<file path="config.mk">
export PLATFORM = sky130hd
export DESIGN_NAME = bmpu_out
export DESIGN_NICKNAME = d
export VERILOG_FILES = /design/src/rtl/bmpu_pkg.sv /design/src/rtl/bmpu_out.sv
export SDC_FILE = /design/constraint.sdc
export NUM_CORES = 1
export LEC_CHECK = 0
export BUFFER_PORTS_ARGS = -buffer_cell sky130_fd_sc_hd__buf_4
export CAP_MARGIN = 20
export CORE_ASPECT_RATIO = 0.5
export CORE_UTILIZATION = 45
export DETAILED_ROUTE_END_ITERATION = 6
export PLACE_DENSITY = 0.71
export REMOVE_ABC_BUFFERS = 1
export SLEW_MARGIN = 20
export SYNTH_ARGS = -nofsm -noshare
export SYNTH_HDL_FRONTEND = slang
export SYNTH_SLANG_ARGS = --single-unit
</file>
<file path="constraint.sdc">
create_clock -name clk_i -period 2.7 [get_ports clk_i]
set_input_delay 0.54 -clock clk_i [delete_from_list [all_inputs] [get_ports clk_i]]
set_output_delay 0.54 -clock clk_i [all_outputs]
set_load 0.1 [all_outputs]
</file>
<file path="src/rtl/bmpu_pkg.sv">
// shared types, codes and constants of the bmp pixel unpacker
package bmpu_pkg;

  localparam int MaxDimensionDef = 4096;
  localparam int PaletteDepthDef = 256;

  localparam int CfgDataW = 13;
  localparam int CfgDimW  = 13;
  localparam int PalCntW  = 9;
  localparam int InDataW  = 40;
  localparam int OutDataW = 48;
  localparam int PosW     = 12;
  localparam int RgbW     = 24;

  localparam int OqDepth = 4;
  localparam int OqAw    = $clog2(OqDepth);

  typedef enum logic [2:0] {
    FMT_1BPP  = 3'd0,
    FMT_4BPP  = 3'd1,
    FMT_8BPP  = 3'd2,
    FMT_24BPP = 3'd3,
    FMT_32BPP = 3'd4
  } pix_fmt_e;

  typedef enum logic [1:0] {
    REG_FORMAT    = 2'd0,
    REG_WIDTH     = 2'd1,
    REG_HEIGHT    = 2'd2,
    REG_PAL_COUNT = 2'd3
  } cfg_reg_e;

  typedef struct packed {
    logic [2:0]         fmt;
    logic [CfgDimW-1:0] width;
    logic [CfgDimW-1:0] height;
    logic [PalCntW-1:0] pal_count;
  } cfg_t;

  typedef struct packed {
    logic            lookup;
    logic [RgbW-1:0] rgb;
    logic [PosW-1:0] column;
    logic [PosW-1:0] row;
    logic            last;
    logic            eoi;
  } pix_req_t;

  typedef struct packed {
    logic [7:0]      red;
    logic [7:0]      green;
    logic [7:0]      blue;
    logic [PosW-1:0] column;
    logic [PosW-1:0] row;
    logic            last;
    logic            eoi;
  } pix_out_t;

endpackage

</file>
<file path="src/rtl/bmpu_out.sv">
// palette read stage and output queue with issue credit
module bmpu_out (
  input  logic                      clk_i,
  input  logic                      rst_ni,
  input  logic                      req_vld_i,
  input  bmpu_pkg::pix_req_t        req_i,
  input  logic [bmpu_pkg::RgbW-1:0] ram_rdata_i,
  output logic                      credit_o,
  output logic                      m_tvalid_o,
  input  logic                      m_tready_i,
  output bmpu_pkg::pix_out_t        m_px_o
);
  import bmpu_pkg::*;

  logic                pipe_vld_q;
  pix_req_t            pipe_q;
  pix_out_t            fifo_q [OqDepth];
  logic [OqAw-1:0]     wptr_q, rptr_q;
  logic [OqAw:0]       cnt_q, occ;
  logic [RgbW-1:0]     rgb;
  pix_out_t            entry;
  logic                push, pop;

  assign rgb   = pipe_q.lookup ? ram_rdata_i : pipe_q.rgb;
  assign entry = '{red: rgb[23:16], green: rgb[15:8], blue: rgb[7:0],
                   column: pipe_q.column, row: pipe_q.row,
                   last: pipe_q.last, eoi: pipe_q.eoi};

  assign push       = pipe_vld_q;
  assign m_tvalid_o = cnt_q != '0;
  assign pop        = m_tvalid_o && m_tready_i;
  assign m_px_o     = fifo_q[rptr_q];

  // room for everything in flight plus one more beat
  assign occ      = cnt_q + (OqAw + 1)'(pipe_vld_q);
  assign credit_o = occ < (OqAw + 1)'(OqDepth);

  always_ff @(posedge clk_i or negedge rst_ni) begin
    if (!rst_ni) begin
      pipe_vld_q <= 1'b0;
      wptr_q     <= '0;
      rptr_q     <= '0;
      cnt_q      <= '0;
    end else begin
      pipe_vld_q <= req_vld_i;
      if (push) begin
        wptr_q <= wptr_q + OqAw'(1);
      end
      if (pop) begin
        rptr_q <= rptr_q + OqAw'(1);
      end
      cnt_q <= cnt_q + (OqAw + 1)'(push) - (OqAw + 1)'(pop);
    end
  end

  always_ff @(posedge clk_i) begin
    if (req_vld_i) begin
      pipe_q <= req_i;
    end
    if (push) begin
      fifo_q[wptr_q] <= entry;
    end
  end

endmodule

</file>
==> results by group, run 1 <==
Die
  • Row cnt: 37
  • Die height: between 100 and 150 um
  • Die area: 21800 um^2
  • DIE WIDTH: approximately 210 um
  • Starting Density: 0.461
  • # IOs: 131
  • Core ar.: 20600 um^2

Clock network
  • CTS sink count: 259
  • Post-CTS sizing: 0
  • Clock insertion delay at the later pin of the skew report: roughly 0.50 ns
  • H-Tree Depth: 1
  • Clock buffer depth: 3
  • Clock Pin Slew Worst Setup and Hold Paths: roughly 0.060 ns
  • CTS tree: yes
  • Root Buffer: clkbuf_16
  • CTS Buf Count: 23

Place
  • Final HPWL DP: 10300 um
  • Final RePlAce weighted congestion: 0.683
  • Buffers on Ports: 130

Cells and area
  • Commonest non-fill, non-tap cell in the layout: edfxtp_1
  • Nets: 616
  • Fill count: 1576
  • Most frequent cells in the layout: 251 x edfxtp_1, 138 x buf_4, 48 x mux4_2
  • Layout Area Growth over Synthesis: 20.9%
  • # diodes: 0
  • Share of layout cells above drive strength 1: 0.460

Logic synthesis
  • Mapped Avg Cell Area: 25.3 um^2
  • Syn Inst Count: 376
  • Synth warn: 0
  • Sequential-to-total area share from yosys stat: 0.813
  • Cell variety after synth: 19
  • Post-synthesis cell area: 9520 um^2
  • Synthesis-stage register bit count: 259

GRT
  • Largest net degree at the start of global routing: between 50 and 60
  • Global route overflow: 0
  • GRT met1 Usage: 0.212
  • Initial antenna violation count: 0
  • Vias in the first global route: 4588
  • GRT Util Overall: 0.158
  • Global-route wire length before repair: 26000 um
  • GRT met3 Usage: 0.0304
  • Gr busiest metal: met2
  • M2 GR Usage: 0.275

Route
  • WL final: 16800 um
  • Vias per cell: 5.11
  • First drt pass iteration count: 4
  • # DRC: 0
  • Detailed-route via count: 4188
  • Iteration-0 DRC Markers: 215
  • Drt wl/cell: 20.5 um
  • Antenna violation net count after detailed routing: 0

STA
  • Layout Skew: about 0.011 ns
  • Setup_tns: 0 ns
  • Final hold vios: 0
  • Final min period: approximately 2.6 ns
  • Max-Slew Margin vs Limit: 0.459
  • RSZ-0062 raised after global routing: no
  • Post-route clock period utilization: 0.961
  • Final Slew Violations: 0
  • Maximum clock rate: 385 MHz
  • Setup-failing EPs final: 0
  • Slew @ Worst Pin: 0.811 ns

Hold path
  • Hold Path Class: primary input to register

Setup path
  • Worst Setup Start Kind: register
  • Peak fanout along the critical path: 27
  • CP Data Required Time: 2.16 ns
  • Crit path arrival time: 2.06 ns
  • WS Path Type: register to primary output
  • CP endpoint kind: primary output

Outcome
  • Outcome: finished clean

Flow run
  • Max-Cap Viols: 0
==> cells in the mapped netlist (all sizes together) <==
cell type,instances,area share
inv,6,0.0024
ha,8,0.011
o21ai,1,0.00053
xor2,2,0.0018
o31a,1,0.00092
xnor2,3,0.0028
edfxtp,251,0.79
and2,4,0.0026
clkbuf,1,0.00039
mux2,24,0.028
or3,1,0.00066
mux4,50,0.12
buf,14,0.016
o311ai,1,0.00092
dfrtp,8,0.021
nand2,1,0.00039
==> repair_timing <==
action                                 CTS  global route
setup endpoints to repair                0             0
hold buffers                             1             0
buffers inserted                         0             0
endpoints found under the hold margin    8             0
==> metrics by stage <==
step	worst slack (ns)	instances	hold WS, ns	cell area [um^2]	utilization
after floorplan	-1.13	361	0.244	9370	-
final	0.104	819	0.209	11500	0.557
after detailed placement	0.602	776	0.370	10800	0.525
after CTS	0.0617	819	0.189	11500	0.557
after global placement	0.618	776	0.370	10800	0.525
after global routing	0.0210	819	0.186	11500	0.557
==> critical path, stage by stage (launching register included) <==
cell and delay [ns]:
dfrtp_4 0.44, buf_12 0.25, mux4_1 0.59, buf_4 0.25
==> metal layers <==
metal  up-vias  wire, um
met2        79      8530
met5         -         0
met1      2200      7280
li1       1885         -
met4         0       247
met3        24       700
==> logic make-up after synthesis <==
family | count (synthesis) | synth area share
adders and majority gates | 8 | 0.0105
and+or+nand+nor | 6 | 0.00368
buffers and inverters | 21 | 0.0187
DFF | 259 | 0.813
xor gates and xnor gates | 5 | 0.00460
muxes | 74 | 0.147
AOI/OAI and AO/OA | 3 | 0.00237
==> flip-flops by register name (all words and copies together) (netlist names) <==
signal and flops:
pipe_vld_q 1, cnt_q 3, fifo_q 200, entry 26, rptr_q 2, wptr_q 2
pipe_q 25
==> worst paths after layout <==
kind / cells past startpoint / slack, ns / to / startpoint
setup / recovery: 3 / 0.10 / m_px_o[44] / rptr_q[0]
hold / removal: 1 / 0.21 / entry[8] / req_i[8]
setup reg to reg: 4 / 1.00 / fifo_q[2][7] / wptr_q[0]
hold reg to reg: 0 / 0.50 / fifo_q[0][13] / entry[13]
max in group asynchronous: 2 / 2.15 / rptr_q[0] / rst_ni
min in group asynchronous: 2 / 0.40 / cnt_q[1] / rst_ni
==> layout make-up <==
class / count / area (um^2) / share of cell area
repair buffers: 143 / 1130 / 0.0978
multi-input cells: 96 / 1610 / 0.140
clock inverters: 13 / 67.6 / 0.00587
flip-flops and latches: 259 / 7740 / 0.673
inverters: 6 / 22.5 / 0.00196
well taps: 273 / 342 / 0.0297
clock buffers: 29 / 598 / 0.0520
Power of run 1 is not shown: default switching activity piles up to over one toggle a cycle in this logic, so the estimate is an artifact.
==> run 2, diff against run 1 <==
--- a/config.mk
+++ b/config.mk
@@ -8,9 +8,9 @@
 export BUFFER_PORTS_ARGS = -buffer_cell sky130_fd_sc_hd__buf_4
 export CAP_MARGIN = 20
 export CORE_ASPECT_RATIO = 0.5
-export CORE_UTILIZATION = 45
+export CORE_UTILIZATION = 40
 export DETAILED_ROUTE_END_ITERATION = 6
-export PLACE_DENSITY = 0.71
+export PLACE_DENSITY = 0.65
 export REMOVE_ABC_BUFFERS = 1
 export SLEW_MARGIN = 20
 export SYNTH_ARGS = -nofsm -noshare
==> run 2 against run 1 <==
Net effect: the run now ends with DRC left; setup slack improved by 0.0032 ns; register-to-register slack about the same; wire length up 1.9%; critical path depth stayed put; via count grew 0.88%; die area rose by 12%; critical endpoint is now m_px_o[4].
==> results by group, run 2 (synthesis results as in run 1) <==
Outcome
  • Outcome: complete, but fails checks
  • Failing checks: DRC

STA
  • RSZ-0062 raised after global routing: no
  • Final hold vios: 0
  • Setup-failing EPs final: 0
  • Post-route clock period utilization: 0.960
  • Max-Slew Margin vs Limit: 0.690
  • Layout Skew: 0.0117 ns
  • Maximum clock rate: 386 MHz
  • Final Slew Violations: 0
  • Slew @ Worst Pin: 0.464 ns
  • Final min period: 2.59 ns

Cells and area
  • Post-Layout Cell Count: 858
  • Most flops, register: fifo_q
  • Fill count: 1844
  • Nets: 622
  • Number of flip-flops in the largest register: 200
  • Most frequent cells in the layout: 251 x edfxtp_1, 141 x buf_4, 48 x mux4_2
  • # diodes: 0
  • Layout Area Growth over Synthesis: 22.9%
  • Share of layout cells above drive strength 1: 0.470
  • Reg area: 7740 um^2
  • Commonest non-fill, non-tap cell in the layout: edfxtp_1
  • Area taken by multi-input logic gates: 1610 um^2

Die
  • Row cnt: 39
  • Starting Density: 0.412
  • Core ar.: 23100 um^2
  • # IOs: between 100 and 150
  • Die height: 111 um
  • Die area: 24500 um^2
  • DIE WIDTH: 220 um

Setup path
  • WS Path Type: register to primary output
  • CP endpoint kind: primary output
  • Buf/Inv on CP: 2
  • CP peak stage delay: 0.55 ns
  • Critical-path cell list: buf_12, mux4_2, buf_4
  • Worst Setup Start Kind: register
  • CP max-delay cell: mux4_2
  • Peak fanout along the critical path: 19
  • CP top delay family: multiplexers
  • CP Data Required Time: 2.16 ns
  • Crit path arrival time: 2.05 ns

Clock network
  • Post-CTS sizing: 0
  • CTS sink count: 259
  • Clock insertion delay at the later pin of the skew report: 0.51 ns
  • Clock Pin Slew Worst Setup and Hold Paths: 0.06 ns
  • CTS tree: yes
  • H-Tree Depth: 1
  • Clock buffer depth: 3
  • Root Buffer: clkbuf_16
  • CTS Buf Count: 24

GRT
  • Vias in the first global route: about 4600
  • Largest net degree at the start of global routing: 32
  • Global-route wire length before repair: about 27000 um
  • GRT Util Overall: 0.146
  • Initial antenna violation count: 0
  • Global route overflow: 0

Place
  • Buffers on Ports: 130
  • Final HPWL DP: 11000 um
  • Dpl cells: between 800 and 900
  • Final RePlAce weighted congestion: slightly above 0.7

Route
  • Vias per cell: a little under 5
  • WL final: between 15000 and 20000 um
  • Drt wl/cell: 19.9 um
  • Iteration-0 DRC Markers: between 200 and 300
  • First drt pass iteration count: 6
  • # DRC: 8
  • Antenna violation net count after detailed routing: 0
  • Detailed-route via count: 4225

Flow run
  • Max-Cap Viols: 0

Hold path
  • Hold Path Class: primary input to register
run 2: path summary, 6_finish.rpt:
kind / startpoint / to / slack [ns] / depth (start not counted)
max: rptr_q[0] / m_px_o[4] / 0.11 / 3
min: req_i[36] / pipe_q[36] / 0.21 / 1
max reg2reg: wptr_q[0] / fifo_q[2][10] / 1.01 / 4
min reg2reg: entry[14] / fifo_q[0][14] / 0.50 / 0
max in group asynchronous: rst_ni / rptr_q[0] / 2.16 / 2
min in group asynchronous: rst_ni / pipe_vld_q / 0.40 / 2
run 2: area by class of cell:
cell class                      instances  share of cell area
Clock buffer                           29              0.0547
Tap cell                              307              0.0328
Inverter                                6             0.00192
Sequential cell                       259               0.662
Clock inverter                         13             0.00973
Timing Repair Buffer                  148               0.102
Multi-Input combinational cell         96               0.138
run 2: layer usage:
layer | up-vias | GRT usage | wire length (um)
li1 | 1892 | - | -
met1 | 2237 | 0.199 | 7560
met2 | 76 | 0.242 | 8620
met3 | 20 | 0.0291 | 656
met4 | 0 | 0.0336 | 255
met5 | - | 0 | 0
run 2: per-stage QoR:
stage / setup WS (ns) / hold WS (ns) / setup TNS, ns / util / instance area, um^2
global placement: 0.495 / 0.365 / 0 / 0.474 / 10900
global route: 0.0250 / 0.187 / 0 / 0.507 / 11700
finish: 0.107 / 0.205 / 0 / 0.507 / 11700
detailed placement: 0.497 / 0.368 / 0 / 0.474 / 10900
CTS: 0.0740 / 0.188 / 0 / 0.507 / 11700
floorplan: -1.13 / 0.244 / -42.53 / - / 9370
run 2: repair_timing:
action,in CTS,in global routing
endpoints found under the setup margin,28,0
hold endpoints to repair,8,0
hold buffers,1,0
buffers inserted,1,0
Power of run 2 is left out for the same reason.
==> run 3, diff against run 2 <==
--- a/config.mk
+++ b/config.mk
@@ -7,10 +7,12 @@
 export LEC_CHECK = 0
 export BUFFER_PORTS_ARGS = -buffer_cell sky130_fd_sc_hd__buf_4
 export CAP_MARGIN = 20
+export CELL_PAD_IN_SITES_DETAIL_PLACEMENT = 0
+export CELL_PAD_IN_SITES_GLOBAL_PLACEMENT = 1
 export CORE_ASPECT_RATIO = 0.5
 export CORE_UTILIZATION = 40
 export DETAILED_ROUTE_END_ITERATION = 6
-export PLACE_DENSITY = 0.65
+export PLACE_DENSITY = 0.71
 export REMOVE_ABC_BUFFERS = 1
 export SLEW_MARGIN = 20
 export SYNTH_ARGS = -nofsm -noshare
==> run 3 against run 2 <==
Net effect: largest cell class unchanged; via count shrank 0.85%; flip-flop and latch count stayed put; critical path depth stayed put; clock skew is 0.0022 ns lower; the flow still finishes with violations (DRC).
==> results by group, run 3 (synthesis results as in run 1) <==
Place
  • Buffers on Ports: 130
  • Final RePlAce weighted congestion: 0.718
  • DP Worst Slack: between 0.6 and 0.7 ns
  • Final HPWL DP: roughly 10000 um

Outcome
  • Outcome: complete, but fails checks
  • Failing checks: DRC

Setup path
  • CP Data Required Time: 2.16 ns
  • WS Path Type: register to primary output
  • CP peak stage delay: 0.56 ns
  • Worst Setup Start Kind: register
  • Critical-path cell list: buf_12, mux4_2, buf_4
  • CP top delay family: multiplexers
  • Buf/Inv on CP: 2
  • Peak fanout along the critical path: 27
  • Crit path arrival time: 2.03 ns
  • CP endpoint kind: primary output
  • CP max-delay cell: mux4_2

Die
  • DIE WIDTH: 220 um
  • Die height: 111 um
  • Die area: 24500 um^2
  • Row cnt: 39
  • Core ar.: 23100 um^2
  • # IOs: 131
  • Starting Density: 0.412

STA
  • Layout Skew: 0.00954 ns
  • Final min period: around 2.6 ns
  • Max-Slew Margin vs Limit: 0.469
  • Worst setup margin: around 0.13 ns
  • Setup_tns: 0 ns
  • Final Slew Violations: 0
  • Maximum clock rate: 389 MHz
  • Post-route clock period utilization: 0.952
  • RSZ-0062 raised after global routing: no
  • Fin Hold WS: 0.208 ns
  • Setup-failing EPs final: 0
  • Final hold vios: 0
  • Slew @ Worst Pin: 0.796 ns

Hold path
  • Hold Path Class: primary input to register

GRT
  • Global-route wire length before repair: roughly 26000 um
  • Global route overflow: 0
  • Initial antenna violation count: 0
  • GRT Util Overall: 0.139
  • Largest net degree at the start of global routing: 53
  • Vias in the first global route: 4480

Clock network
  • Post-CTS sizing: 0
  • Clock Pin Slew Worst Setup and Hold Paths: roughly 0.070 ns
  • CTS Buf Count: 24
  • Root Buffer: clkbuf_16
  • CTS tree: yes
  • Clock insertion delay at the later pin of the skew report: roughly 0.50 ns
  • Total setup buffers inserted after CTS: 0
  • Clock buffer depth: 3
  • H-Tree Depth: 1
  • CTS sink count: between 200 and 300

Route
  • Detailed-route via count: 4189
  • Drt wl/cell: between 15 and 20 um
  • # DRC: 1
  • First drt pass iteration count: 6
  • Vias per cell: about 4.9
  • Antenna violation net count after detailed routing: 0
  • WL final: between 15000 and 20000 um
  • Iteration-0 DRC Markers: 300

Flow run
  • Max-Cap Viols: 0

Cells and area
  • Layout Area Growth over Synthesis: 22.7%
  • Number of flip-flops in the largest register: 200
  • Nets: 613
  • Commonest non-fill, non-tap cell in the layout: edfxtp_1
  • Most frequent cells in the layout: 251 x edfxtp_1, 131 x buf_4, 48 x mux4_2
  • Share of layout cells above drive strength 1: 0.462
  • Fill count: 1850
  • Most flops, register: fifo_q
  • # diodes: 0
[run 3: cell types whose count changed in the layout (fill, tap and decap cells not counted), sizes merged]
cell,delta
clkbuf,-2
clkinvlp,+1
buf,-9
bufinv,+1
clkinv,+1
[run 3: repair_timing]
action,4_1_cts,5_1_grt
hold endpoints to repair,8,0
hold buffers,1,0
endpoints found under the setup margin,0,0
[run 3: per-layer routing]
layer  vias up  part of all wire  track usage
met1      2222              0.42        0.187
met2        62              0.53        0.240
li1       1881                 -            -
met4         0             0.016       0.0308
met5         -                 0            0
met3        24             0.028       0.0203
[run 3: worst paths after layout]
path	slack (ns)	end	start	cells after the start
max in group asynchronous	2.16	rptr_q[0]	rst_ni	2
worst max register to register	1.07	fifo_q[2][25]	wptr_q[0]	4
worst max-delay path	0.13	m_px_o[21]	rptr_q[0]	3
worst min register to register	0.50	fifo_q[1][21]	entry[21]	0
min in group asynchronous	0.39	pipe_vld_q	rst_ni	2
worst min-delay path	0.21	entry[13]	req_i[13]	1
[run 3: per-stage QoR]
step	utilization	instances	area, um^2
after floorplan	-	361	9370
after global placement	0.472	806	10900
after detailed placement	0.472	806	10900
after CTS	0.506	850	11700
after global routing	0.506	850	11700
final	0.506	850	11700
[run 3: cell type report]
cell class	count	area (um^2)	area share
clock inverters	16	158	0.0135
clock buffers	27	633	0.0542
multi-input cells	96	1610	0.138
flip-flops and latches	259	7740	0.663
inverters	6	22.5	0.00193
repair buffers	139	1130	0.0970
well taps	307	384	0.0329
[run 3: worst reg2reg max path: cells and delay by family, from the launching register on]
| kind | cells | cell delay (ns) |
|---|---|---|
| adders and majority gates | 1 | 0.14 |
| buffers and inverters | 2 | 0.41 |
| DFF | 1 | 0.43 |
| and+or+nand+nor | 1 | 0.28 |
Power of run 3 is left out for the same reason.
