File: config.mk
export PLATFORM = sky130hd
export DESIGN_NAME = bmpu_seq
export DESIGN_NICKNAME = d
export VERILOG_FILES = /design/src/rtl/bmpu_pkg.sv /design/src/rtl/bmpu_seq.sv
export SDC_FILE = /design/constraint.sdc
export NUM_CORES = 1
export LEC_CHECK = 0
export BUFFER_PORTS_ARGS = -buffer_cell sky130_fd_sc_hd__buf_4
export CAP_MARGIN = 10
export CORE_ASPECT_RATIO = 0.7
export CORE_UTILIZATION = 23
export DETAILED_ROUTE_END_ITERATION = 12
export GPL_ROUTABILITY_DRIVEN = 1
export PLACE_DENSITY_LB_ADDON = 0.1
export SLEW_MARGIN = 20
export SYNTH_ARGS = -nofsm -noshare
export SYNTH_HDL_FRONTEND = slang
export SYNTH_SLANG_ARGS = --single-unit
File: constraint.sdc
create_clock -name clk_i -period 5.7 [get_ports clk_i]
set_input_delay 1.425 -clock clk_i [delete_from_list [all_inputs] [get_ports clk_i]]
set_output_delay 1.425 -clock clk_i [all_outputs]
set_load 0.05 [all_outputs]
File: src/rtl/bmpu_pkg.sv
// shared types, codes and constants of the bmp pixel unpacker
package bmpu_pkg;

  localparam int MaxDimensionDef = 4096;
  localparam int PaletteDepthDef = 256;

  localparam int CfgDataW = 13;
  localparam int CfgDimW  = 13;
  localparam int PalCntW  = 9;
  localparam int InDataW  = 40;
  localparam int OutDataW = 48;
  localparam int PosW     = 12;
  localparam int RgbW     = 24;

  localparam int OqDepth = 4;
  localparam int OqAw    = $clog2(OqDepth);

  typedef enum logic [2:0] {
    FMT_1BPP  = 3'd0,
    FMT_4BPP  = 3'd1,
    FMT_8BPP  = 3'd2,
    FMT_24BPP = 3'd3,
    FMT_32BPP = 3'd4
  } pix_fmt_e;

  typedef enum logic [1:0] {
    REG_FORMAT    = 2'd0,
    REG_WIDTH     = 2'd1,
    REG_HEIGHT    = 2'd2,
    REG_PAL_COUNT = 2'd3
  } cfg_reg_e;

  typedef struct packed {
    logic [2:0]         fmt;
    logic [CfgDimW-1:0] width;
    logic [CfgDimW-1:0] height;
    logic [PalCntW-1:0] pal_count;
  } cfg_t;

  typedef struct packed {
    logic            lookup;
    logic [RgbW-1:0] rgb;
    logic [PosW-1:0] column;
    logic [PosW-1:0] row;
    logic            last;
    logic            eoi;
  } pix_req_t;

  typedef struct packed {
    logic [7:0]      red;
    logic [7:0]      green;
    logic [7:0]      blue;
    logic [PosW-1:0] column;
    logic [PosW-1:0] row;
    logic            last;
    logic            eoi;
  } pix_out_t;

endpackage

File: src/rtl/bmpu_seq.sv
// input register and per-byte pixel sequencer with row and column tracking
module bmpu_seq #(
  parameter int MAX_DIMENSION = bmpu_pkg::MaxDimensionDef,
  parameter int PALETTE_DEPTH = bmpu_pkg::PaletteDepthDef
) (
  input  logic                             clk_i,
  input  logic                             rst_ni,
  input  bmpu_pkg::cfg_t                   cfg_i,
  input  logic                             s_tvalid_i,
  output logic                             s_tready_o,
  input  logic                             s_op_i,
  input  logic [bmpu_pkg::InDataW-1:0]     s_data_i,
  input  logic                             credit_i,
  output logic                             ram_we_o,
  output logic                             ram_re_o,
  output logic [$clog2(PALETTE_DEPTH)-1:0] ram_addr_o,
  output logic [bmpu_pkg::RgbW-1:0]        ram_wdata_o,
  output logic                             req_vld_o,
  output bmpu_pkg::pix_req_t               req_o
);
  import bmpu_pkg::*;

  localparam int CW = $clog2(MAX_DIMENSION + 1);
  localparam int XW = (CW > CfgDimW) ? CW : CfgDimW;
  localparam int BW = CW + 5;
  localparam int RW = CW + 3;
  localparam int AW = $clog2(PALETTE_DEPTH);
  localparam logic [XW-1:0] MaxDim = XW'(MAX_DIMENSION);
  localparam logic [PalCntW-1:0] PalDepth = PalCntW'(PALETTE_DEPTH);

  logic            item_vld_q, item_vld_d;
  logic [2:0]      sub_q, sub_d;
  logic [CW-1:0]   column_q, column_d;
  logic [CW-1:0]   row_q, row_d;
  logic [RW-1:0]   rbc_q, rbc_d;
  logic [15:0]     asm_q, asm_d;
  logic [1:0]      phase_q, phase_d;
  logic            op_q;
  logic [7:0]      byte_q;
  logic [7:0]      pidx_q;
  logic [RgbW-1:0] prgb_q;

  logic [XW-1:0]   wx, hx;
  logic [CW-1:0]   w, h;
  logic [BW-1:0]   bits;
  logic [BW:0]     stride_sum;
  logic [RW-1:0]   stride, rbc_inc;
  logic [CW:0]     col_inc, row_inc;
  logic            col_ok, col_last, row_last;
  logic            emit, lookup, last_px, byte_end, supported;
  logic [7:0]      idx;
  logic [PalCntW-1:0] idx_ext;
  logic [AW-1:0]   rd_addr;
  logic            step, done, accept;

  // dimension clamp and row stride in bytes
  always_comb begin
    wx = XW'(cfg_i.width);
    hx = XW'(cfg_i.height);
    if (wx == '0) begin
      w = CW'(1);
    end else if (wx > MaxDim) begin
      w = CW'(MAX_DIMENSION);
    end else begin
      w = CW'(wx);
    end
    if (hx == '0) begin
      h = CW'(1);
    end else if (hx > MaxDim) begin
      h = CW'(MAX_DIMENSION);
    end else begin
      h = CW'(hx);
    end
    unique case (pix_fmt_e'(cfg_i.fmt))
      FMT_1BPP:  bits = BW'(w);
      FMT_4BPP:  bits = BW'(w) << 2;
      FMT_8BPP:  bits = BW'(w) << 3;
      FMT_24BPP: bits = (BW'(w) << 4) + (BW'(w) << 3);
      FMT_32BPP: bits = BW'(w) << 5;
      default:   bits = '0;
    endcase
    stride_sum = (BW + 1)'(bits) + (BW + 1)'(31);
    stride     = {stride_sum[BW:5], 2'b00};
  end

  assign col_inc  = (CW + 1)'(column_q) + (CW + 1)'(1);
  assign row_inc  = (CW + 1)'(row_q) + (CW + 1)'(1);
  assign col_ok   = column_q < w;
  assign col_last = col_inc >= (CW + 1)'(w);
  assign row_last = row_inc >= (CW + 1)'(h);
  assign rbc_inc  = rbc_q + RW'(1);

  // pixel of the current sub-step
  always_comb begin
    emit      = 1'b0;
    lookup    = 1'b1;
    idx       = byte_q;
    last_px   = 1'b1;
    byte_end  = 1'b1;
    supported = 1'b1;
    phase_d   = phase_q;
    asm_d     = asm_q;
    unique case (pix_fmt_e'(cfg_i.fmt))
      FMT_1BPP: begin
        emit     = col_ok;
        idx      = {7'd0, byte_q[3'd7 - sub_q]};
        last_px  = (sub_q == 3'd7) || col_last;
        byte_end = !col_ok || last_px;
      end
      FMT_4BPP: begin
        emit     = col_ok;
        idx      = sub_q[0] ? {4'd0, byte_q[3:0]} : {4'd0, byte_q[7:4]};
        last_px  = sub_q[0] || col_last;
        byte_end = !col_ok || last_px;
      end
      FMT_8BPP: begin
        emit = col_ok;
      end
      FMT_24BPP, FMT_32BPP: begin
        lookup = 1'b0;
        if (col_ok) begin
          if (phase_q == 2'd0) begin
            asm_d   = {8'd0, byte_q};
            phase_d = 2'd1;
          end else if (phase_q == 2'd1) begin
            asm_d   = {byte_q, asm_q[7:0]};
            phase_d = 2'd2;
          end else if (phase_q == 2'd2 || pix_fmt_e'(cfg_i.fmt) == FMT_24BPP) begin
            emit    = 1'b1;
            phase_d = (pix_fmt_e'(cfg_i.fmt) == FMT_32BPP) ? 2'd3 : 2'd0;
          end else begin
            phase_d = 2'd0;
          end
        end
      end
      default: begin
        supported = 1'b0;
      end
    endcase
  end

  // out-of-palette indices read entry zero
  always_comb begin
    idx_ext = PalCntW'(idx);
    if (idx_ext < cfg_i.pal_count && idx_ext < PalDepth) begin
      rd_addr = AW'(idx);
    end else begin
      rd_addr = '0;
    end
  end

  assign step       = item_vld_q && (op_q || credit_i);
  assign done       = step && (op_q || byte_end);
  assign s_tready_o = !item_vld_q || done;
  assign accept     = s_tvalid_i && s_tready_o;

  assign ram_we_o    = item_vld_q && op_q && (PalCntW'(pidx_q) < PalDepth);
  assign ram_addr_o  = op_q ? AW'(pidx_q) : rd_addr;
  assign ram_wdata_o = prgb_q;
  assign req_vld_o   = step && !op_q && emit;
  assign ram_re_o    = req_vld_o && lookup;

  assign req_o.lookup = lookup;
  assign req_o.rgb    = {byte_q, asm_q[15:8], asm_q[7:0]};
  assign req_o.column = PosW'(column_q);
  assign req_o.row    = PosW'(row_q);
  assign req_o.last   = last_px;
  assign req_o.eoi    = row_last && (col_inc == (CW + 1)'(w));

  always_comb begin
    item_vld_d = item_vld_q;
    sub_d      = sub_q;
    column_d   = column_q;
    row_d      = row_q;
    rbc_d      = rbc_q;
    if (done) begin
      item_vld_d = 1'b0;
    end
    if (accept) begin
      item_vld_d = 1'b1;
    end
    if (step && !op_q && supported) begin
      column_d = column_q + CW'(emit);
      sub_d    = byte_end ? 3'd0 : sub_q + 3'd1;
      if (byte_end) begin
        if (rbc_inc >= stride) begin
          rbc_d    = '0;
          column_d = '0;
          row_d    = row_last ? '0 : CW'(row_inc);
        end else begin
          rbc_d = rbc_inc;
        end
      end
    end else if (done) begin
      sub_d = 3'd0;
    end
  end

  always_ff @(posedge clk_i or negedge rst_ni) begin
    if (!rst_ni) begin
      item_vld_q <= 1'b0;
      sub_q      <= '0;
      column_q   <= '0;
      row_q      <= '0;
      rbc_q      <= '0;
      asm_q      <= '0;
      phase_q    <= '0;
    end else begin
      item_vld_q <= item_vld_d;
      sub_q      <= sub_d;
      column_q   <= column_d;
      row_q      <= row_d;
      rbc_q      <= rbc_d;
      if (step && !op_q && supported) begin
        if (byte_end && rbc_inc >= stride) begin
          asm_q   <= '0;
          phase_q <= '0;
        end else begin
          asm_q   <= asm_d;
          phase_q <= phase_d;
        end
      end
    end
  end

  always_ff @(posedge clk_i) begin
    if (accept) begin
      op_q   <= s_op_i;
      byte_q <= s_data_i[7:0];
      pidx_q <= s_data_i[15:8];
      prgb_q <= {s_data_i[23:16], s_data_i[31:24], s_data_i[39:32]};
    end
  end

endmodule

==> results.yml, run 1 <==
floorplan:
  die_x_um: 226
  dieArea_um2: 36000
  rows: 57
  ios: 170
  initial_utilization_pct: 23.4
  core_um2: 34700
  die_h_um: 159
sta:
  min_period_ns: 5.68
  worst_pin_slew_ns: 0.927
  fmax_ghz: 0.176
  rsz0062_at_grt: "yes"
  slew_viol_final: 0
  final_hold_viol_count: 0
  setup_violations: 0
  tns_ns: 0
  maxSlewHeadroom_pct: 38.2
  fin_skew_ns: 0.0193
  worst_slack_ns: 0.0170
  period_share_pct: 99.7
synthesis:
  synth_edf_count: 41
  synth_flop_cell: "dfrtp_1"
  synth.yosys.seq_area_share_pct: 35.0
  avgSynthCellArea_um2: 9.20
  synth_seq_cells: 105
  synth_area_um2: 8100
  synth_cell_types: 78
  yosysWarnings: 0
  synthArstFlopShare_pct: 61.0
  synth_nets: 1043
  netlist_instances: 880
placed_design:
  gp_congestion: 0.798
  hpwl_mm: 21.8
  place_ws_ns: -0.776
  io_buffers: 169
  dpl.cell_count: 1575
worst_setup_path:
  crit_fanout: 8
  critPathArrivalTime_ns: 5.99
  critPathRequiredTime_ns: 6.01
  critPathKind: "input port to register"
  endpoint_kind: "register"
  start_kind: "input port"
grt:
  grt_pass1_vias: 7114
  track_usage_pct: 15.2
  grt_max_degree: 65
  grt_pass1_wl_mm: 42.0
  grt-ovfl-total: 0
  antenna_found_initial: 1
drt:
  vias_per_cell: 4.51
  drcViolationCount: 0
  ant_nets: 0
  maxUsedRoutingLayer: "met4"
  wl_per_cell_um: 17.1
  via_count: 7236
  wl_met1_mm: 14.2
  drt_wl_total_mm: 27.4
  wl_met2_mm: 11.6
  first_iter_violations: 381
  wl_met3_mm: 1.29
  dr.pass1.iters: 5
final_layout:
  area_growth_pct: 39.3
  diodes: 0
  drive_gt1_share_pct: 33.6
  finalNonFillerCells: 1605
  final_util_pct: 32.6
  fin_nets: 1291
outcome:
  outcome: "finished, final reports clean"
clock_tree:
  clockRootBuffer: "clkbuf_16"
  cts_tree: "built"
  cts_sinks: 105
  cts_buffers: 9
  clk_latency_ns: 0.38
  cts_buffer_depth: 2
  clkTransAtPathRegs_ns: 0.07
  htreeDepth: 3
hold_path:
  hp-class: "register to register"
pwr:
  max-vdd-ir-drop_v: 0.000156
  power_density_nw_per_um2: 245
  leakagePower_nw: 5.19
job:
  maxCapViolations: 0
stage by stage:
| step | power [mW] | area (um2) | hold slack, ns |
|---|---|---|---|
| 2_1_floorplan | 1.67 | 8110 | 0.469 |
| 3_3_place_gp | 2.06 | 10500 | 0.491 |
| 6_report | 2.77 | 11300 | 0.515 |
| 5_1_grt | 2.94 | 11300 | 0.532 |
| 4_1_cts | 2.78 | 10900 | 0.511 |
| 3_5_place_dp | 2.06 | 10500 | 0.495 |
report_power, final:
part	switching (mW)	internal, mW	total, mW
registers	0.111	0.887	0.998
clock network	0.340	0.357	0.696
logic	0.660	0.416	1.08
state kept, by name, indices dropped and copies added, names as in the netlist:
signal and cells:
row_q 13, op_q 1, ram_wdata_o 24, asm_q 16
phase_q 2, column_q 13, pidx_q 8, rbc_q 16
item_vld_q 1, sub_q 3, byte_q 8
worst paths after layout:
path | slack (ns) | from | end | cells after the start
worst max-delay path | 0.02 | cfg_i[33] | asm_q[13]$_DFFE_PN0P_ | 25
max in group asynchronous | 3.91 | rst_ni | row_q[1]$_DFFE_PN0P_ | 1
worst min-delay path | 0.52 | row_q[12]$_DFFE_PN0P_ | row_q[12]$_DFFE_PN0P_ | 1
worst min register to register | 0.52 | row_q[12]$_DFFE_PN0P_ | row_q[12]$_DFFE_PN0P_ | 1
worst max register to register | 1.84 | column_q[1]$_DFFE_PN0P_ | byte_q[4]$_DFFE_PP_ | 15
min in group asynchronous | 1.15 | rst_ni | rbc_q[11]$_DFFE_PN0P_ | 1
cells by family after synthesis:
group,Yosys count,share of synthesized area (%)
AOI/OAI and AO/OA,211,18.0
buffers and inverters,106,6.33
muxes,12,1.84
and+or+nand+nor,304,19.7
adders and majority gates,80,12.5
other,1,0.0463
DFF,105,35.0
xor gates and xnor gates,61,6.60
cells in the final DEF, fill, tap and decap left out, types with 10 or more instances in the layout:
cell type  count
dfrtp_1       63
inv_1         47
buf_4        276
nand3_1       25
nand2b_1      19
ha_1          77
nand4_1       12
clkbuf_16     11
a21oi_1       26
xnor2_1       34
buf_6         13
nor3_1        20
nand2_1       87
xor2_1        26
a22o_1        33
o21ai_0       40
edfxtp_1      41
o21ai_1       21
nor2_1        60
nor2b_1       12
a21o_1        10
layout make-up:
type	count	area, um2
Clock inverter	7	101
Inverter	48	180
Tap cell	472	591
Fill cell	3680	23400
Sequential cell	105	2830
Multi-Input combinational cell	669	5020
Clock buffer	9	225
Timing Repair Buffer	295	2330
Yosys cell counts (10+ instances only):
library cell / count / share of area (%)
nand2_1: 89 / 4.1
ha_1: 79 / 12
dfrtp_1: 64 / 20
o21ai_0: 63 / 3.9
nor2_1: 61 / 2.8
inv_1: 47 / 2.2
edfxtp_1: 41 / 15
xnor2_1: 34 / 3.7
a22o_1: 33 / 3.6
a21oi_1: 32 / 2.0
buf_4: 29 / 2.7
xor2_1: 27 / 2.9
nand3_1: 26 / 1.6
clkbuf_1: 23 / 1.1
nand2b_1: 23 / 1.8
nor3_1: 23 / 1.4
nor2b_1: 13 / 1.0
nand4_1: 12 / 0.93
a21o_1: 10 / 0.93
and3_1: 10 / 0.77
layer usage:
layer  GRT usage [%]  vias up
met2            21.8      144
met5               0        -
li1                -     3669
met1            23.1     3409
met3            3.49       14
met4            3.07        0
worst max-delay path: stages:
cell and delay [ns]:
buf_8 0.10, nor4_4 0.31, nand3_2 0.15, a21oi_4 0.19, ha_4 0.16, fa_2 0.22
buf_6 0.10, a21o_1 0.12, a211oi_2 0.08, nor3_2 0.18, o32ai_2 0.15, nor4_4 0.42
nand4_4 0.18, nor4_4 0.36, buf_4 0.16, a21oi_2 0.04, ha_1 0.29, and4_1 0.17
a21oi_1 0.13, o211ai_1 0.13, buf_4 0.18, and3_4 0.18, buf_4 0.14, a21oi_4 0.22
a22o_1 0.19
what timing repair did:
item,4_1_cts,5_1_grt
gates resized for setup,12,86
setup buffers,0,12
gates cloned,0,2
endpoints found under the setup margin,51,62
pin swaps,0,35
hold buffers,0,0
Power figures use the tool's default switching activity.
==> inputs of run 2 (changes only) <==
Settings changed: CORE_UTILIZATION 23 to 45.
==> run 2 against run 1 <==
  * The run now ends with negative setup slack left
  * Clock power shrank 6.9%
  * Hold slack worse by 0.0010 ns
  * Cell area shrank 4.6%
  * Clock-buffer cell count unchanged
  * Via count increased by 1.6%
  * Global-route usage grew 8.5 points
  * Critical path depth decreased by 1
  * Final cell count decreased by 16%
==> results.yml, run 2 (same netlist as run 1, synthesis figures left out) <==
final_layout:
  multi_input_area_um2: 5030
  final_util_pct: 62.0
  fin_nets: 1270
  n_fill_cell: 1484
  final_common_cell: "buf_4"
  drive_gt1_share_pct: 33.0
  layout_common_cells: "257 x buf_4, 89 x nand2_1, 78 x ha_1"
  largest_reg_flops: 24
  area_growth_pct: 32.9
  diodes: 0
  seq_area_um2: 2830
  fin_area_um2: 10800
clock_tree:
  cts_sinks: 105
  cts_tree: "built"
  cts_buffer_depth: 2
  clk_latency_ns: 0.36
  clkTransAtPathRegs_ns: 0.08
  clockRootBuffer: "clkbuf_16"
  ctsHoldBuffers: 0
  htreeDepth: 3
  cts_buffers: 9
placed_design:
  io_buffers: 169
  dpl_cell_area_um2: 10000
  place_ws_ns: -0.658
  hpwl_mm: 17.3
  gp_congestion: 0.911
sta:
  min_period_ns: 5.90
  worst_pin_slew_ns: 0.859
  fmax_ghz: 0.169
  maxSlewHeadroom_pct: 42.7
  final_hold_viol_count: 0
  tns_ns: -7.33
  slew_viol_final: 0
  worst_slack_ns: -0.201
  period_share_pct: 104
  rsz0062_at_grt: "yes"
  fin_skew_ns: 0.0124
  setup_violations: 55
floorplan:
  initial_utilization_pct: 46.6
  die_x_um: 162
  dieArea_um2: 18500
  rows: 40
  core_um2: 17400
  die_h_um: 114
  ios: 170
worst_setup_path:
  slowest_delay_ns: 0.42
  critPathKind: "input port to register"
  cp.depth: 24
  start_kind: "input port"
  reg2reg_depth: 14
  crit_chain: "buf_8 > nor4_4 > nand3_2 > a21oi_2 > ha_2 > fa_2 > buf_6 > a21o_1 > a211oi_2 > nor3_2 > o32ai_2 > nor4_4 > nand4_4 > nor4_4 > xnor2_1 > ha_1 > and4_1 > nand2_1 > o211ai_1 > buf_4 > and3_4 > a31oi_2 > buf_6 > a22o_1"
  critPathBufInv: 4
  critPathArrivalTime_ns: 6.14
  critPathRequiredTime_ns: 5.93
  crit_fanout: 8
  slowest_stage: "nor4_4"
  cp_top_family: "simple AND/OR/NAND/NOR gates"
  cpMostUsedCell: "nor4_4"
  endpoint_kind: "register"
drt:
  vias_per_cell: 5.48
  wl_met3_mm: 1.53
  wl_per_cell_um: 16.8
  drt_wl_total_mm: 22.6
  via_count: 7354
  dr.pass1.iters: 5
  ant_nets: 0
  wl_met2_mm: 10.1
  maxUsedRoutingLayer: "met4"
  wl_met1_mm: 10.9
  drcViolationCount: 0
  first_iter_violations: 472
pwr:
  p_total_mw: 2.69
  leakagePower_nw: 5.07
  power_density_nw_per_um2: 250
  max-vdd-ir-drop_v: 0.000246
grt:
  grt_max_degree: 65
  track_usage_pct: 23.8
  grt-ovfl-total: 0
  grt_pass1_vias: 6901
  antenna_found_initial: 1
  grt_pass1_wl_mm: 35.2
hold_path:
  hp-class: "register to register"
  whs_path_depth: 1
job:
  maxCapViolations: 0
outcome:
  violations: "negative setup slack"
  outcome: "complete, but fails checks"
==> run 2: cell types whose count changed in the layout (fill, tap and decap cells not counted), sizes merged <==
cell,previous run,this run
buf,293,273
bufinv,1,0
nor2,61,62
clkinv,2,1
inv,51,54
clkinvlp,1,0
clkbuf,11,9
==> run 2: what timing repair did <==
action	CTS	global route
resized for setup	9	93
setup buffers	0	10
endpoints found under the setup margin	47	65
pin swaps	0	36
cloned	0	2
==> run 2: final cells by class <==
cell class                      count  area share, %
Timing Repair Buffer              273           19.7
Clock inverter                      7          0.779
Tap cell                          231           2.68
Multi-Input combinational cell    670           46.7
Sequential cell                   105           26.3
Inverter                           48           1.67
Clock buffer                        9           2.09
==> run 2: final timing paths <==
check	slack, ns	endpoint	start
max	-0.20	asm_q[2]$_DFFE_PN0P_	cfg_i[33]
min	0.51	asm_q[15]$_DFFE_PN0P_	asm_q[15]$_DFFE_PN0P_
max reg2reg	1.76	row_q[6]$_DFFE_PN0P_	row_q[0]$_DFFE_PN0P_
min reg2reg	0.51	asm_q[15]$_DFFE_PN0P_	asm_q[15]$_DFFE_PN0P_
max in group asynchronous	3.95	row_q[11]$_DFFE_PN0P_	rst_ni
min in group asynchronous	1.14	column_q[10]$_DFFE_PN0P_	rst_ni
==> run 2: stage by stage <==
step,hold slack [ns],cells
floorplan,0.469,880
global placement,0.488,1315
detailed placement,0.493,1315
CTS,0.515,1331
global route,0.525,1343
finish,0.514,1343
==> run 2: routing by layer <==
layer,global-route usage (%),up-vias
li1,-,3634
met1,35.6,3501
met2,35.7,215
met3,5.25,4
met4,2.64,0
met5,0,-
==> run 2: power breakdown <==
part           switching (mW)  leakage (nW)  total, mW  internal [mW]
logic                   0.647          3.67       1.05          0.405
clock network           0.328         0.152      0.648          0.319
registers               0.107          1.25      0.994          0.887
==> run 2: worst reg2reg max path, stage by stage, from the launching register on <==
cell	delay, ns
dfrtp_1	0.49
ha_1	0.31
nand3_1	0.18
nor2_2	0.22
nand3_1	0.18
inv_1	0.15
and3_1	0.18
xor2_1	0.22
ha_1	0.28
a21o_1	0.16
a21o_1	0.17
a221o_1	0.37
or3b_4	0.51
nor2_2	0.28
a22o_1	0.19
==> inputs of run 3 (changes only) <==
Settings changed: CORE_ASPECT_RATIO 0.7 to 0.6.
==> run 3 against run 2 <==
  * The run still ends with negative setup slack left
  * Clock power fell by 6.6%
  * Setup slack worse by 0.0053 ns
  * Combinational power barely moved
  * Wire length increased by 2.5%
  * Clock skew down 0.0024 ns
  * Die area about the same
  * Clock-buffer cell count unchanged
  * Sequential share of layout area hardly changed
  * Register-to-register slack better by 0.06 ns
  * Critical path type unchanged
  * Largest cell class unchanged
==> results.yml, run 3 (same netlist as run 1, synthesis figures left out) <==
outcome:
  outcome: "complete, but fails checks"
  violations: "negative setup slack"
clock_tree:
  clkTransAtPathRegs_ns: 0.08
  cts_buffer_depth: 2
  cts_tree: "built"
  clockRootBuffer: "clkbuf_16"
  cts_sinks: 105
  ctsHoldBuffers: 0
  cts_buffers: 9
  htreeDepth: 3
  clk_latency_ns: 0.35
floorplan:
  die_h_um: 106
  rows: 37
  dieArea_um2: 18600
  core_um2: 17400
  initial_utilization_pct: 46.7
  ios: 170
  die_x_um: 175
placed_design:
  gp_congestion: 0.882
  io_buffers: 169
  hpwl_mm: 18.1
  dpl_cell_area_um2: 10100
  dpl.cell_count: 1329
final_layout:
  fin_nets: 1277
  area_growth_pct: 32.8
  layout_common_cells: "271 x buf_4, 88 x nand2_1, 78 x ha_1"
  fin_area_um2: 10800
  finalNonFillerCells: 1353
  final_common_cell: "buf_4"
  largest_reg_flops: 24
  drive_gt1_share_pct: 32.5
  diodes: 0
  multi_input_area_um2: 4980
  seq_area_um2: 2830
  n_fill_cell: 1493
pwr:
  power_density_nw_per_um2: 249
  max-vdd-ir-drop_v: 0.000216
  leakagePower_nw: 5.10
drt:
  vias_per_cell: 5.50
  drcViolationCount: 0
  via_count: 7446
  drt_wl_total_mm: 23.2
  ant_nets: 0
  dr.pass1.iters: 7
  first_iter_violations: 640
  wl_per_cell_um: 17.1
worst_setup_path:
  critPathArrivalTime_ns: 6.15
  start_kind: "input port"
  critPathKind: "input port to register"
  crit_fanout: 8
  critPathRequiredTime_ns: 5.94
  endpoint_kind: "register"
sta:
  min_period_ns: 5.91
  final_hold_viol_count: 0
  slew_viol_final: 0
  rsz0062_at_grt: "yes"
  tns_ns: -5.79
  period_share_pct: 104
  worst_slack_ns: -0.206
  setup_violations: 41
  worst_pin_slew_ns: 0.845
  fmax_ghz: 0.169
  maxSlewHeadroom_pct: 43.0
  fin_skew_ns: 0.0100
grt:
  grt_pass1_vias: 6869
  track_usage_pct: 24.6
  antenna_found_initial: 0
  grt_max_degree: 65
  grt-ovfl-total: 0
  grt_pass1_wl_mm: 36.2
hold_path:
  hp-class: "register to register"
job:
  maxCapViolations: 0
run 3: critical path: stages:
cell and delay [ns]:
buf_8 0.10, nor4_4 0.33, nand3_2 0.12, a21oi_2 0.17
ha_2 0.21, buf_4 0.11, a211oi_2 0.08, or3_1 0.40
a21oi_2 0.24, o32ai_4 0.14, nor4_4 0.40, nand4_4 0.20
nor4_4 0.40, xnor2_1 0.12, ha_1 0.32, and4_4 0.23
nand2_2 0.05, o211ai_1 0.24, buf_4 0.19, and3_4 0.24
a31oi_2 0.05, buf_6 0.16, a22o_1 0.22
run 3: per-stage QoR:
step | utilization [%] | setup WS [ns] | hold slack, ns | total power, mW
after floorplan | - | -0.252 | 0.469 | 1.67
after global placement | 58.3 | -0.566 | 0.481 | 2.02
after detailed placement | 58.3 | -0.856 | 0.490 | 2.03
after CTS | 60.3 | 0.00741 | 0.507 | 2.65
after global routing | 61.9 | -0.423 | 0.539 | 2.82
final | 61.9 | -0.206 | 0.508 | 2.68
run 3: area by class of cell:
class / count / share of cell area (%)
multi-input combinational: 669 / 46.4
inverter: 48 / 1.68
clock inverter: 7 / 0.582
tap: 234 / 2.72
timing repair buffer: 281 / 20.2
clock buffer: 9 / 2.09
sequential: 105 / 26.4
run 3: metal layers:
layer / routed length (um) / track usage [%] / share of wire (%) / vias to the layer above
li1: - / - / - / 3648
met3: 1900 / 6.69 / 8.2 / 16
met1: 11800 / 38.0 / 51 / 3508
met2: 9350 / 34.4 / 40 / 274
met5: 0 / 0 / 0 / -
met4: 162 / 3.54 / 0.70 / 0
run 3: final timing paths:
check,start,to,slack [ns],cells after the start
worst max-delay path,cfg_i[33],asm_q[3]$_DFFE_PN0P_,-0.21,23
worst min-delay path,rbc_q[15]$_DFFE_PN0P_,rbc_q[15]$_DFFE_PN0P_,0.51,2
worst max register to register,column_q[1]$_DFFE_PN0P_,rbc_q[9]$_DFFE_PN0P_,1.82,16
worst min register to register,rbc_q[15]$_DFFE_PN0P_,rbc_q[15]$_DFFE_PN0P_,0.51,2
max in group asynchronous,rst_ni,row_q[0]$_DFFE_PN0P_,3.92,1
min in group asynchronous,rst_ni,column_q[9]$_DFFE_PN0P_,1.14,1
run 3: what timing repair did:
action | in CTS | in global routing
setup buffers | 1 | 9
gates cloned | 0 | 1
pin swaps | 1 | 29
setup endpoints to repair | 53 | 58
resized for setup | 16 | 66
run 3: power breakdown:
group / total (mW) / internal, mW / switching (mW)
Sequential: 0.999 / 0.887 / 0.112
Combinational: 1.07 / 0.414 / 0.659
Clock: 0.605 / 0.306 / 0.299
Total: 2.68 / 1.61 / 1.07
